$ cat config.mk
export PLATFORM = sky130hd
export DESIGN_NAME = lsh_norm_augment_transform_core_flat
export DESIGN_NICKNAME = d
export VERILOG_FILES = /design/src/rtl/lsh_pkg.sv /design/src/rtl/lsh_if.sv /design/src/rtl/lsh_sqrt.sv /design/src/rtl/lsh_norm_augment_transform_core.sv /design/src/flat_wrapper.sv
export SDC_FILE = /design/constraint.sdc
export NUM_CORES = 1
export LEC_CHECK = 0
export BUFFER_PORTS_ARGS = -buffer_cell sky130_fd_sc_hd__buf_2
export CAP_MARGIN = 20
export CORE_UTILIZATION = 40
export CTS_CLUSTER_DIAMETER = 200
export DETAILED_ROUTE_END_ITERATION = 10
export GPL_ROUTABILITY_DRIVEN = 1
export GPL_TIMING_DRIVEN = 0
export MAX_ROUTING_LAYER = met4
export PLACE_DENSITY = 0.6
export REMOVE_ABC_BUFFERS = 1
export SKIP_LAST_GASP = 1
export SLEW_MARGIN = 0
export SYNTH_ARGS = -nofsm -noshare
export SYNTH_HDL_FRONTEND = slang
export SYNTH_SLANG_ARGS = --single-unit
export TNS_END_PERCENT = 10
$ cat constraint.sdc
create_clock -name clk_i -period 6.6 [get_ports clk_i]
set_input_delay 0.66 -clock clk_i [delete_from_list [all_inputs] [get_ports clk_i]]
set_output_delay 0.66 -clock clk_i [all_outputs]
set_load 0.005 [all_outputs]
$ cat src/rtl/lsh_pkg.sv
package lsh_pkg;

  // Element and result word width (signed Q1.15)
  localparam int ElemW = 16;
  // Running sum of squares, unsigned Q10.30
  localparam int SumW = 40;
  // Square of a magnitude: at most 2^(2*(ElemW-1))
  localparam int SqW = 2 * ElemW - 1;
  // Radicand for the root unit, padded to an even bit count
  localparam int RadW = 2 * ElemW;
  // Root digits produced, one per step
  localparam int RootW = ElemW;
  localparam int RootStepsN = RadW / 2;
  localparam int RootCntW = $clog2(RootStepsN);
  // Partial remainder of the root unit
  localparam int RemW = RootW + 3;
  // Configuration data width
  localparam int ModeW = 2;

  // Norm of exactly 1.0 in the sum format
  localparam logic [SumW-1:0] OneSq = SumW'(1) << (2 * (ElemW - 1));
  localparam logic [SumW-1:0] SumMax = {SumW{1'b1}};
  localparam logic [RootW-1:0] RootMax = RootW'((1 << (ElemW - 1)) - 1);

  // Augmentation modes
  typedef enum logic [ModeW-1:0] {
    MODE_SYM      = 2'd0,
    MODE_ROOT_ZERO = 2'd1,
    MODE_ZERO_ROOT = 2'd2,
    MODE_SPARE    = 2'd3
  } mode_e;

  // Request to the root unit
  typedef struct packed {
    logic            start;
    logic [RadW-1:0] radicand;
  } lsh_sqrt_req_t;

  // Response from the root unit
  typedef struct packed {
    logic             done;
    logic [RootW-1:0] root;
  } lsh_sqrt_rsp_t;

endpackage

$ cat src/rtl/lsh_if.sv
interface lsh_in_if;
  import lsh_pkg::*;

  logic                    valid;
  logic                    ready;
  logic signed [ElemW-1:0] element;
  logic                    last;

  modport source (output valid, output element, output last, input ready);
  modport sink (input valid, input element, input last, output ready);
endinterface

interface lsh_out_if;
  import lsh_pkg::*;

  logic                    valid;
  logic                    ready;
  logic signed [ElemW-1:0] value;
  logic                    last_out;

  modport source (output valid, output value, output last_out, input ready);
  modport sink (input valid, input value, input last_out, output ready);
endinterface

interface lsh_cfg_if;
  import lsh_pkg::*;

  logic             valid;
  logic             ready;
  logic [ModeW-1:0] data;

  modport source (output valid, output data, input ready);
  modport sink (input valid, input data, output ready);
endinterface

$ cat src/rtl/lsh_sqrt.sv
module lsh_sqrt (
  input  logic                   clk_i,
  input  logic                   rst_ni,
  input  lsh_pkg::lsh_sqrt_req_t req_i,
  output lsh_pkg::lsh_sqrt_rsp_t rsp_o
);
  import lsh_pkg::*;

  logic                busy_q;
  logic                done_q;
  logic [RootCntW-1:0] cnt_q;
  logic [RadW-1:0]     rad_q;
  logic [RemW-1:0]     rem_q;
  logic [RootW-1:0]    root_q;

  logic [RemW-1:0]     rem_shift;
  logic [RemW-1:0]     trial;
  logic                fits;

  // Bring down the next two radicand bits and try the next root digit
  assign rem_shift = {rem_q[RemW-3:0], rad_q[RadW-1 -: 2]};
  assign trial     = RemW'({root_q, 2'b01});
  assign fits      = (rem_shift >= trial);

  // Restoring root, one digit per cycle
  always_ff @(posedge clk_i or negedge rst_ni) begin
    if (!rst_ni) begin
      busy_q <= 1'b0;
      done_q <= 1'b0;
      cnt_q  <= '0;
      rad_q  <= '0;
      rem_q  <= '0;
      root_q <= '0;
    end else begin
      done_q <= 1'b0;
      if (req_i.start) begin
        busy_q <= 1'b1;
        cnt_q  <= '0;
        rad_q  <= req_i.radicand;
        rem_q  <= '0;
        root_q <= '0;
      end else if (busy_q) begin
        rad_q <= {rad_q[RadW-3:0], 2'b00};
        if (fits) begin
          rem_q  <= rem_shift - trial;
          root_q <= {root_q[RootW-2:0], 1'b1};
        end else begin
          rem_q  <= rem_shift;
          root_q <= {root_q[RootW-2:0], 1'b0};
        end
        cnt_q <= cnt_q + 1'b1;
        if (cnt_q == RootCntW'(RootStepsN - 1)) begin
          busy_q <= 1'b0;
          done_q <= 1'b1;
        end
      end
    end
  end

  assign rsp_o.done = done_q;
  assign rsp_o.root = root_q;

endmodule

$ cat src/rtl/lsh_norm_augment_transform_core.sv
// An accepted element is squared, accumulated, then passed on via the output register.
// A new element request is taken only from idle, so one element is in flight at a time.
// A last element then goes through the 16-step root unit (skipped when the norm reaches
// one), and each appended value goes through the output register, which may stall.
// Reset: running sum cleared, mode symmetric, output register empty.
module lsh_norm_augment_transform_core (
  input  logic      clk_i,
  input  logic      rst_ni,
  lsh_in_if.sink    in_i,
  lsh_out_if.source out_o,
  lsh_cfg_if.sink   cfg_i
);
  import lsh_pkg::*;

  typedef enum logic [2:0] {
    S_IDLE,
    S_MUL,
    S_ACC,
    S_PASS,
    S_ROOT,
    S_WAIT,
    S_EMIT1,
    S_EMIT2
  } state_e;

  state_e                  state_q;
  logic [ModeW-1:0]        mode_q;
  logic signed [ElemW-1:0] elem_q;
  logic                    last_q;
  logic [ElemW-1:0]        mag_q;
  logic [SqW-1:0]          sq_q;
  logic [SumW-1:0]         sum_q;
  logic [RootW-1:0]        root_q;
  logic                    out_valid_q;
  logic signed [ElemW-1:0] out_value_q;
  logic                    out_last_q;
  lsh_sqrt_req_t           sqrt_req_q;
  lsh_sqrt_rsp_t           sqrt_rsp;

  logic [ElemW-1:0]        mag_in;
  logic [2*ElemW-1:0]      prod;
  logic [SumW:0]           sum_ext;
  logic                    slot_free;
  logic                    emit_now;
  logic [SumW-1:0]         rad_full;

  // Magnitude of the incoming element, full range of the negative end kept
  assign mag_in    = in_i.element[ElemW-1] ? ElemW'(-in_i.element) : ElemW'(in_i.element);
  assign prod      = mag_q * mag_q;
  assign sum_ext   = {1'b0, sum_q} + (SumW+1)'(sq_q);
  assign rad_full  = OneSq - sum_q;
  assign slot_free = !out_valid_q || out_o.ready;
  assign emit_now  = slot_free &&
                     (state_q == S_PASS || state_q == S_EMIT1 || state_q == S_EMIT2);

  assign in_i.ready     = (state_q == S_IDLE);
  assign out_o.valid    = out_valid_q;
  assign out_o.value    = out_value_q;
  assign out_o.last_out = out_last_q;
  assign cfg_i.ready    = 1'b1;

  // Hold the mode register
  always_ff @(posedge clk_i or negedge rst_ni) begin
    if (!rst_ni) begin
      mode_q <= MODE_SYM;
    end else if (cfg_i.valid) begin
      mode_q <= cfg_i.data;
    end
  end

  // Sequencer with accumulator and output register
  always_ff @(posedge clk_i or negedge rst_ni) begin
    if (!rst_ni) begin
      state_q     <= S_IDLE;
      elem_q      <= '0;
      last_q      <= 1'b0;
      mag_q       <= '0;
      sq_q        <= '0;
      sum_q       <= '0;
      root_q      <= '0;
      out_valid_q <= 1'b0;
      out_value_q <= '0;
      out_last_q  <= 1'b0;
      sqrt_req_q  <= '0;
    end else begin
      // Pulse the root unit start only when a root is needed
      sqrt_req_q.start <= (state_q == S_ROOT) && (sum_q < OneSq);
      // Load or drain the output register
      if (emit_now) begin
        out_valid_q <= 1'b1;
      end else if (out_o.ready) begin
        out_valid_q <= 1'b0;
      end
      case (state_q)
        S_IDLE: begin
          if (in_i.valid) begin
            elem_q  <= in_i.element;
            last_q  <= in_i.last;
            mag_q   <= mag_in;
            state_q <= S_MUL;
          end
        end
        S_MUL: begin
          sq_q    <= prod[SqW-1:0];
          state_q <= S_ACC;
        end
        S_ACC: begin
          // Saturate the running sum
          sum_q   <= sum_ext[SumW] ? SumMax : sum_ext[SumW-1:0];
          state_q <= S_PASS;
        end
        S_PASS: begin
          if (slot_free) begin
            out_value_q <= elem_q;
            out_last_q  <= 1'b0;
            state_q     <= last_q ? S_ROOT : S_IDLE;
          end
        end
        S_ROOT: begin
          // A norm of one or more gives a zero root
          if (sum_q >= OneSq) begin
            root_q  <= '0;
            state_q <= S_EMIT1;
          end else begin
            sqrt_req_q.radicand <= rad_full[RadW-1:0];
            state_q             <= S_WAIT;
          end
        end
        S_WAIT: begin
          if (sqrt_rsp.done) begin
            root_q  <= (sqrt_rsp.root > RootMax) ? RootMax : sqrt_rsp.root;
            state_q <= S_EMIT1;
          end
        end
        S_EMIT1: begin
          if (slot_free) begin
            case (mode_q)
              MODE_ROOT_ZERO: begin
                out_value_q <= root_q;
                out_last_q  <= 1'b0;
                state_q     <= S_EMIT2;
              end
              MODE_ZERO_ROOT: begin
                out_value_q <= '0;
                out_last_q  <= 1'b0;
                state_q     <= S_EMIT2;
              end
              default: begin
                out_value_q <= root_q;
                out_last_q  <= 1'b1;
                sum_q       <= '0;
                state_q     <= S_IDLE;
              end
            endcase
          end
        end
        S_EMIT2: begin
          if (slot_free) begin
            out_last_q  <= 1'b1;
            out_value_q <= (mode_q == MODE_ZERO_ROOT) ? root_q : '0;
            sum_q       <= '0;
            state_q     <= S_IDLE;
          end
        end
        default: begin
          state_q <= S_IDLE;
        end
      endcase
    end
  end

  lsh_sqrt u_sqrt (
    .clk_i  (clk_i),
    .rst_ni (rst_ni),
    .req_i  (sqrt_req_q),
    .rsp_o  (sqrt_rsp)
  );

  // The root unit only finishes while the sequencer waits for it
  assert property (@(posedge clk_i) disable iff (!rst_ni)
    sqrt_rsp.done |-> state_q == S_WAIT)
    else $error("root unit finished outside the wait state");

  // An appended final value is never negative
  assert property (@(posedge clk_i) disable iff (!rst_ni)
    out_o.valid && out_o.last_out |-> !out_o.value[ElemW-1])
    else $error("appended root out of range");

  // The running sum is clear once a vector has been closed
  assert property (@(posedge clk_i) disable iff (!rst_ni)
    state_q == S_IDLE && ($past(state_q) == S_EMIT1 || $past(state_q) == S_EMIT2)
      |-> sum_q == '0)
    else $error("running sum not cleared after last element");

endmodule
$ cat src/flat_wrapper.sv
// flat-port wrapper written by rule: the top's interface ports become plain ports
module lsh_norm_augment_transform_core_flat import lsh_pkg::*;
  (clk_i, rst_ni, in_i_valid, in_i_element, in_i_last, in_i_ready, out_o_valid, out_o_value, out_o_last_out, out_o_ready, cfg_i_valid, cfg_i_data, cfg_i_ready);
  lsh_in_if in_i_i ();
  lsh_out_if out_o_i ();
  lsh_cfg_if cfg_i_i ();
  input  logic clk_i;
  input  logic rst_ni;
  input wire logic [$bits(in_i_i.valid)-1:0] in_i_valid;
  input wire logic [$bits(in_i_i.element)-1:0] in_i_element;
  input wire logic [$bits(in_i_i.last)-1:0] in_i_last;
  output wire logic [$bits(in_i_i.ready)-1:0] in_i_ready;
  output wire logic [$bits(out_o_i.valid)-1:0] out_o_valid;
  output wire logic [$bits(out_o_i.value)-1:0] out_o_value;
  output wire logic [$bits(out_o_i.last_out)-1:0] out_o_last_out;
  input wire logic [$bits(out_o_i.ready)-1:0] out_o_ready;
  input wire logic [$bits(cfg_i_i.valid)-1:0] cfg_i_valid;
  input wire logic [$bits(cfg_i_i.data)-1:0] cfg_i_data;
  output wire logic [$bits(cfg_i_i.ready)-1:0] cfg_i_ready;
  assign in_i_i.valid = in_i_valid;
  assign in_i_i.element = in_i_element;
  assign in_i_i.last = in_i_last;
  assign in_i_ready = in_i_i.ready;
  assign out_o_valid = out_o_i.valid;
  assign out_o_value = out_o_i.value;
  assign out_o_last_out = out_o_i.last_out;
  assign out_o_i.ready = out_o_ready;
  assign cfg_i_i.valid = cfg_i_valid;
  assign cfg_i_i.data = cfg_i_data;
  assign cfg_i_ready = cfg_i_i.ready;
  lsh_norm_augment_transform_core u_core (.clk_i(clk_i), .rst_ni(rst_ni), .in_i(in_i_i), .out_o(out_o_i), .cfg_i(cfg_i_i));
endmodule
==> flow_metrics.py <==
metrics = {
    "die": {
        "pin_count": 44,
        "die-area_um2": 52100,
        "dieHeight_um": 228,
        "rows": 82,
        "start_util_pct": 40.7,
        "fp.dieW_um": 228,
        "core_um2": 50300,
    },
    "logic_synthesis": {
        "synth_top_flop_cell": "dfrtp_1",
        "ys_seq_area_share_pct": 30.0,
        "synth_seq_cells": 245,
        "yosysTopAreaCell": "dfrtp_1",
        "synth_top_area_share_pct": 30.0,
        "synth.most_common_cell": "nand2_1",
        "synth_area_leaders": "dfrtp_1 30%, fa_1 16%, ha_1 9.2%",
        "ys.warnings.count": 0,
        "synth-async-reset-ratio_pct": 100,
        "synth.distinct_cells": 82,
        "netlist_instances": 2280,
        "avgSynthCellArea_um2": 8.98,
        "synth-edff-count": 0,
        "ys_top_cells_by_count": "348 x nand2_1, 302 x inv_1, 245 x dfrtp_1, 201 x o21ai_0, 163 x fa_1",
        "syn_area_um2": 20500,
    },
    "clock_tree": {
        "clock-sinks": 245,
        "clk_pin_slew_ps": 60,
        "ctsLongestPathBuffers": 3,
        "clk_latency_ps": 560,
        "cts_buffers": 28,
        "htree_levels": 1,
        "root_buffer": "clkbuf_16",
        "cts_tree": "built",
        "cts_hold_buf": 0,
    },
    "worst_setup_path": {
        "setup.worst_path.start_class": "flop",
        "reg2reg_depth": 21,
        "worstSetupEndpointType": "flop",
        "cp_slowest_stage_delay_ps": 580,
        "worstReg2RegEnd": "u_core.sq_q[28]",
        "rrSetupSlack_ps": 210,
        "slowest_stage": "fa_1",
        "cp_common_cell": "fa_1",
        "crit_required_ps": 6980,
        "cp_data_arrival_time_ps": 6770,
        "r2r-start": "u_core.mag_q[10]",
        "cp_max_fo": 7,
        "path_cells": "buf_4 -> and2_1 -> fa_1 -> inv_1 -> fa_1 -> inv_1 -> fa_1 -> fa_1 -> fa_1 -> inv_1 -> fa_1 -> inv_1 -> ha_4 -> a21boi_0 -> o311ai_1 -> nand4_1 -> o2111ai_4 -> o21ai_0 -> a41oi_1 -> xor2_1 -> o21ai_0",
        "worstSetupPathType": "flop to flop",
    },
    "sta": {
        "timing.hold.ws_ps": 59.4,
        "worst_slew_pin_slew_ps": 1100,
        "min_period_over_period_pct": 96.8,
        "setup_viol": 0,
        "slew_violations": 0,
        "fin_crit_ps": 6390,
        "slew-limit-headroom_pct": 26.6,
        "rsz0062_at_grt": "true",
        "worst_clock_skew_ps": 25.3,
        "fmax_ghz": 0.157,
        "finalHoldViolCount": 0,
    },
    "run_status": {
        "status": "completed",
    },
    "route": {
        "firstDrtPassIters": 5,
        "drt-total-wl_um": 47900,
        "via_per_inst": 5.20,
        "dr.first_iter.drc_count": 1022,
        "routed_wire_length_per_instance_um": 16.0,
        "antenna_left": 0,
        "num_vias": 15584,
        "drc": 0,
    },
    "final_layout": {
        "final_nets": 2639,
        "final_cell_area_um2": 22900,
        "drive_gt1_share_pct": 9.98,
        "antenna_cells": 0,
        "area_growth_syn_to_layout_pct": 11.7,
        "fin_cells": 2996,
    },
    "place": {
        "place.detailed.hpwl_um": 35300,
        "place_congestion": 0.861,
        "portBuffers": 42,
        "dpl-instance-area_um2": 21300,
        "dp_cells": 2904,
    },
    "global_routing": {
        "grt_pass1_wl_um": 79300,
        "grt_usage_pct": 18.8,
        "grt_max_degree": 99,
        "antenna_found_initial": 0,
        "grt_pass1_vias": 15783,
        "grt_overflow_total": 0,
    },
    "run": {
        "maxCapViolations": 0,
    },
    "hold_path": {
        "hold_path_class": "input pin to asynchronous set/reset pin",
    },
}
[per-layer routing]
layer,part of all wire [%],routed length [um],track usage [%],up-vias
met5,0,0,-,-
met1,47,22500,25.6,7641
li1,-,-,-,7615
met3,3.4,1620,1.47,72
met4,2.1,1000,4.40,0
met2,48,22800,30.7,256
[worst max-delay path by stage]
stage                           from         endpoint  slack [ps]
floorplan            u_core.mag_q[6]  u_core.sq_q[29]         320
global placement     u_core.mag_q[7]  u_core.sq_q[29]        -550
detailed placement   u_core.mag_q[7]  u_core.sq_q[29]        -570
CTS                 u_core.mag_q[13]  u_core.sq_q[30]          -9
global route         u_core.mag_q[8]  u_core.sq_q[29]         -70
finish              u_core.mag_q[10]  u_core.sq_q[28]         210
[layout by cell type, fill, tap and decap left out, types with 8 or more instances in the layout]
cell type / instances
a211oi_1: 15
a21o_1: 30
a21oi_1: 78
a22oi_1: 17
a311oi_1: 11
a31oi_1: 14
and2_1: 47
and3_1: 9
buf_2: 41
buf_4: 38
clkbuf_16: 29
dfrtp_1: 227
dfrtp_4: 16
fa_1: 163
ha_1: 142
inv_1: 295
mux2_2: 19
mux2i_1: 53
nand2_1: 347
nand2b_1: 14
nand3_1: 28
nand4_1: 14
nor2_1: 124
nor3_1: 18
nor4_1: 8
o211ai_1: 11
o21a_1: 10
o21ai_0: 200
o21ai_1: 14
o21bai_1: 13
o31ai_1: 9
or3_1: 8
xnor2_1: 59
xor2_1: 56
[final cells by class]
| type | count | area [um2] |
|---|---|---|
| Tap cell | 672 | 841 |
| Multi-Input combinational cell | 1636 | 13000 |
| Sequential cell | 245 | 6190 |
| Fill cell | 4869 | 27400 |
| Clock inverter | 12 | 174 |
| Timing Repair Buffer | 88 | 681 |
| Inverter | 303 | 1160 |
| Clock buffer | 40 | 827 |
[timing repair]
item | 4_1_cts | 5_1_grt
setup buffers | 24 | 14
setup endpoints to repair | 10 | 7
resized for setup | 37 | 30
pin swaps | 2 | 18
[critical path, delay by kind of cell (launching register included)]
kind | cells | cell delay [ps]
flip-flops | 1 | 510
XOR/XNOR | 1 | 210
AO/OA/AOI/OAI | 6 | 1190
buffers and inverters | 5 | 410
adder cells (fa/ha/maj) | 7 | 3410
AND/OR/NAND/NOR | 2 | 450
[sequential cells by signal, summed over array words and instances, names as in the netlist, 2 cells and up]
name                  flops
u_core.elem_q            15
u_core.mag_q             16
u_core.mode_q             2
u_core.out_o.value       16
u_core.root_q            16
u_core.sq_q              30
u_core.sqrt_req_q        33
u_core.state_q            3
u_core.sum_q             40
u_core.u_sqrt.cnt_q       4
u_core.u_sqrt.rad_q      32
u_core.u_sqrt.rem_q      17
u_core.u_sqrt.root_q     16
[cells by family (layout without fill, tap and decap cells)]
kind of cell / Yosys count / in the layout / share of synthesized area [%]
simple gates: 660 / 660 / 14.4
compound gates: 475 / 475 / 14.5
buf+inv: 399 / 443 / 7.46
fa+ha+maj: 313 / 313 / 25.1
flops: 245 / 245 / 30.0
xor+xnor: 115 / 115 / 4.92
mux: 72 / 72 / 3.64
other cells: 1 / 1 / 0.0183
[metrics by stage]
stage,TNS (ps),util (%),setup WS [ps]
2_1_floorplan,0,-,324
3_3_place_gp,-2690,42.0,-546
3_5_place_dp,-2820,42.4,-572
4_1_cts,-8.62,44.9,-8.62
5_1_grt,-139,45.5,-72.6
6_report,0,45.5,214
Power is left out: the tool's default activity adds up to more than one toggle a clock period on the data nets, which glitch-free logic cannot reach.
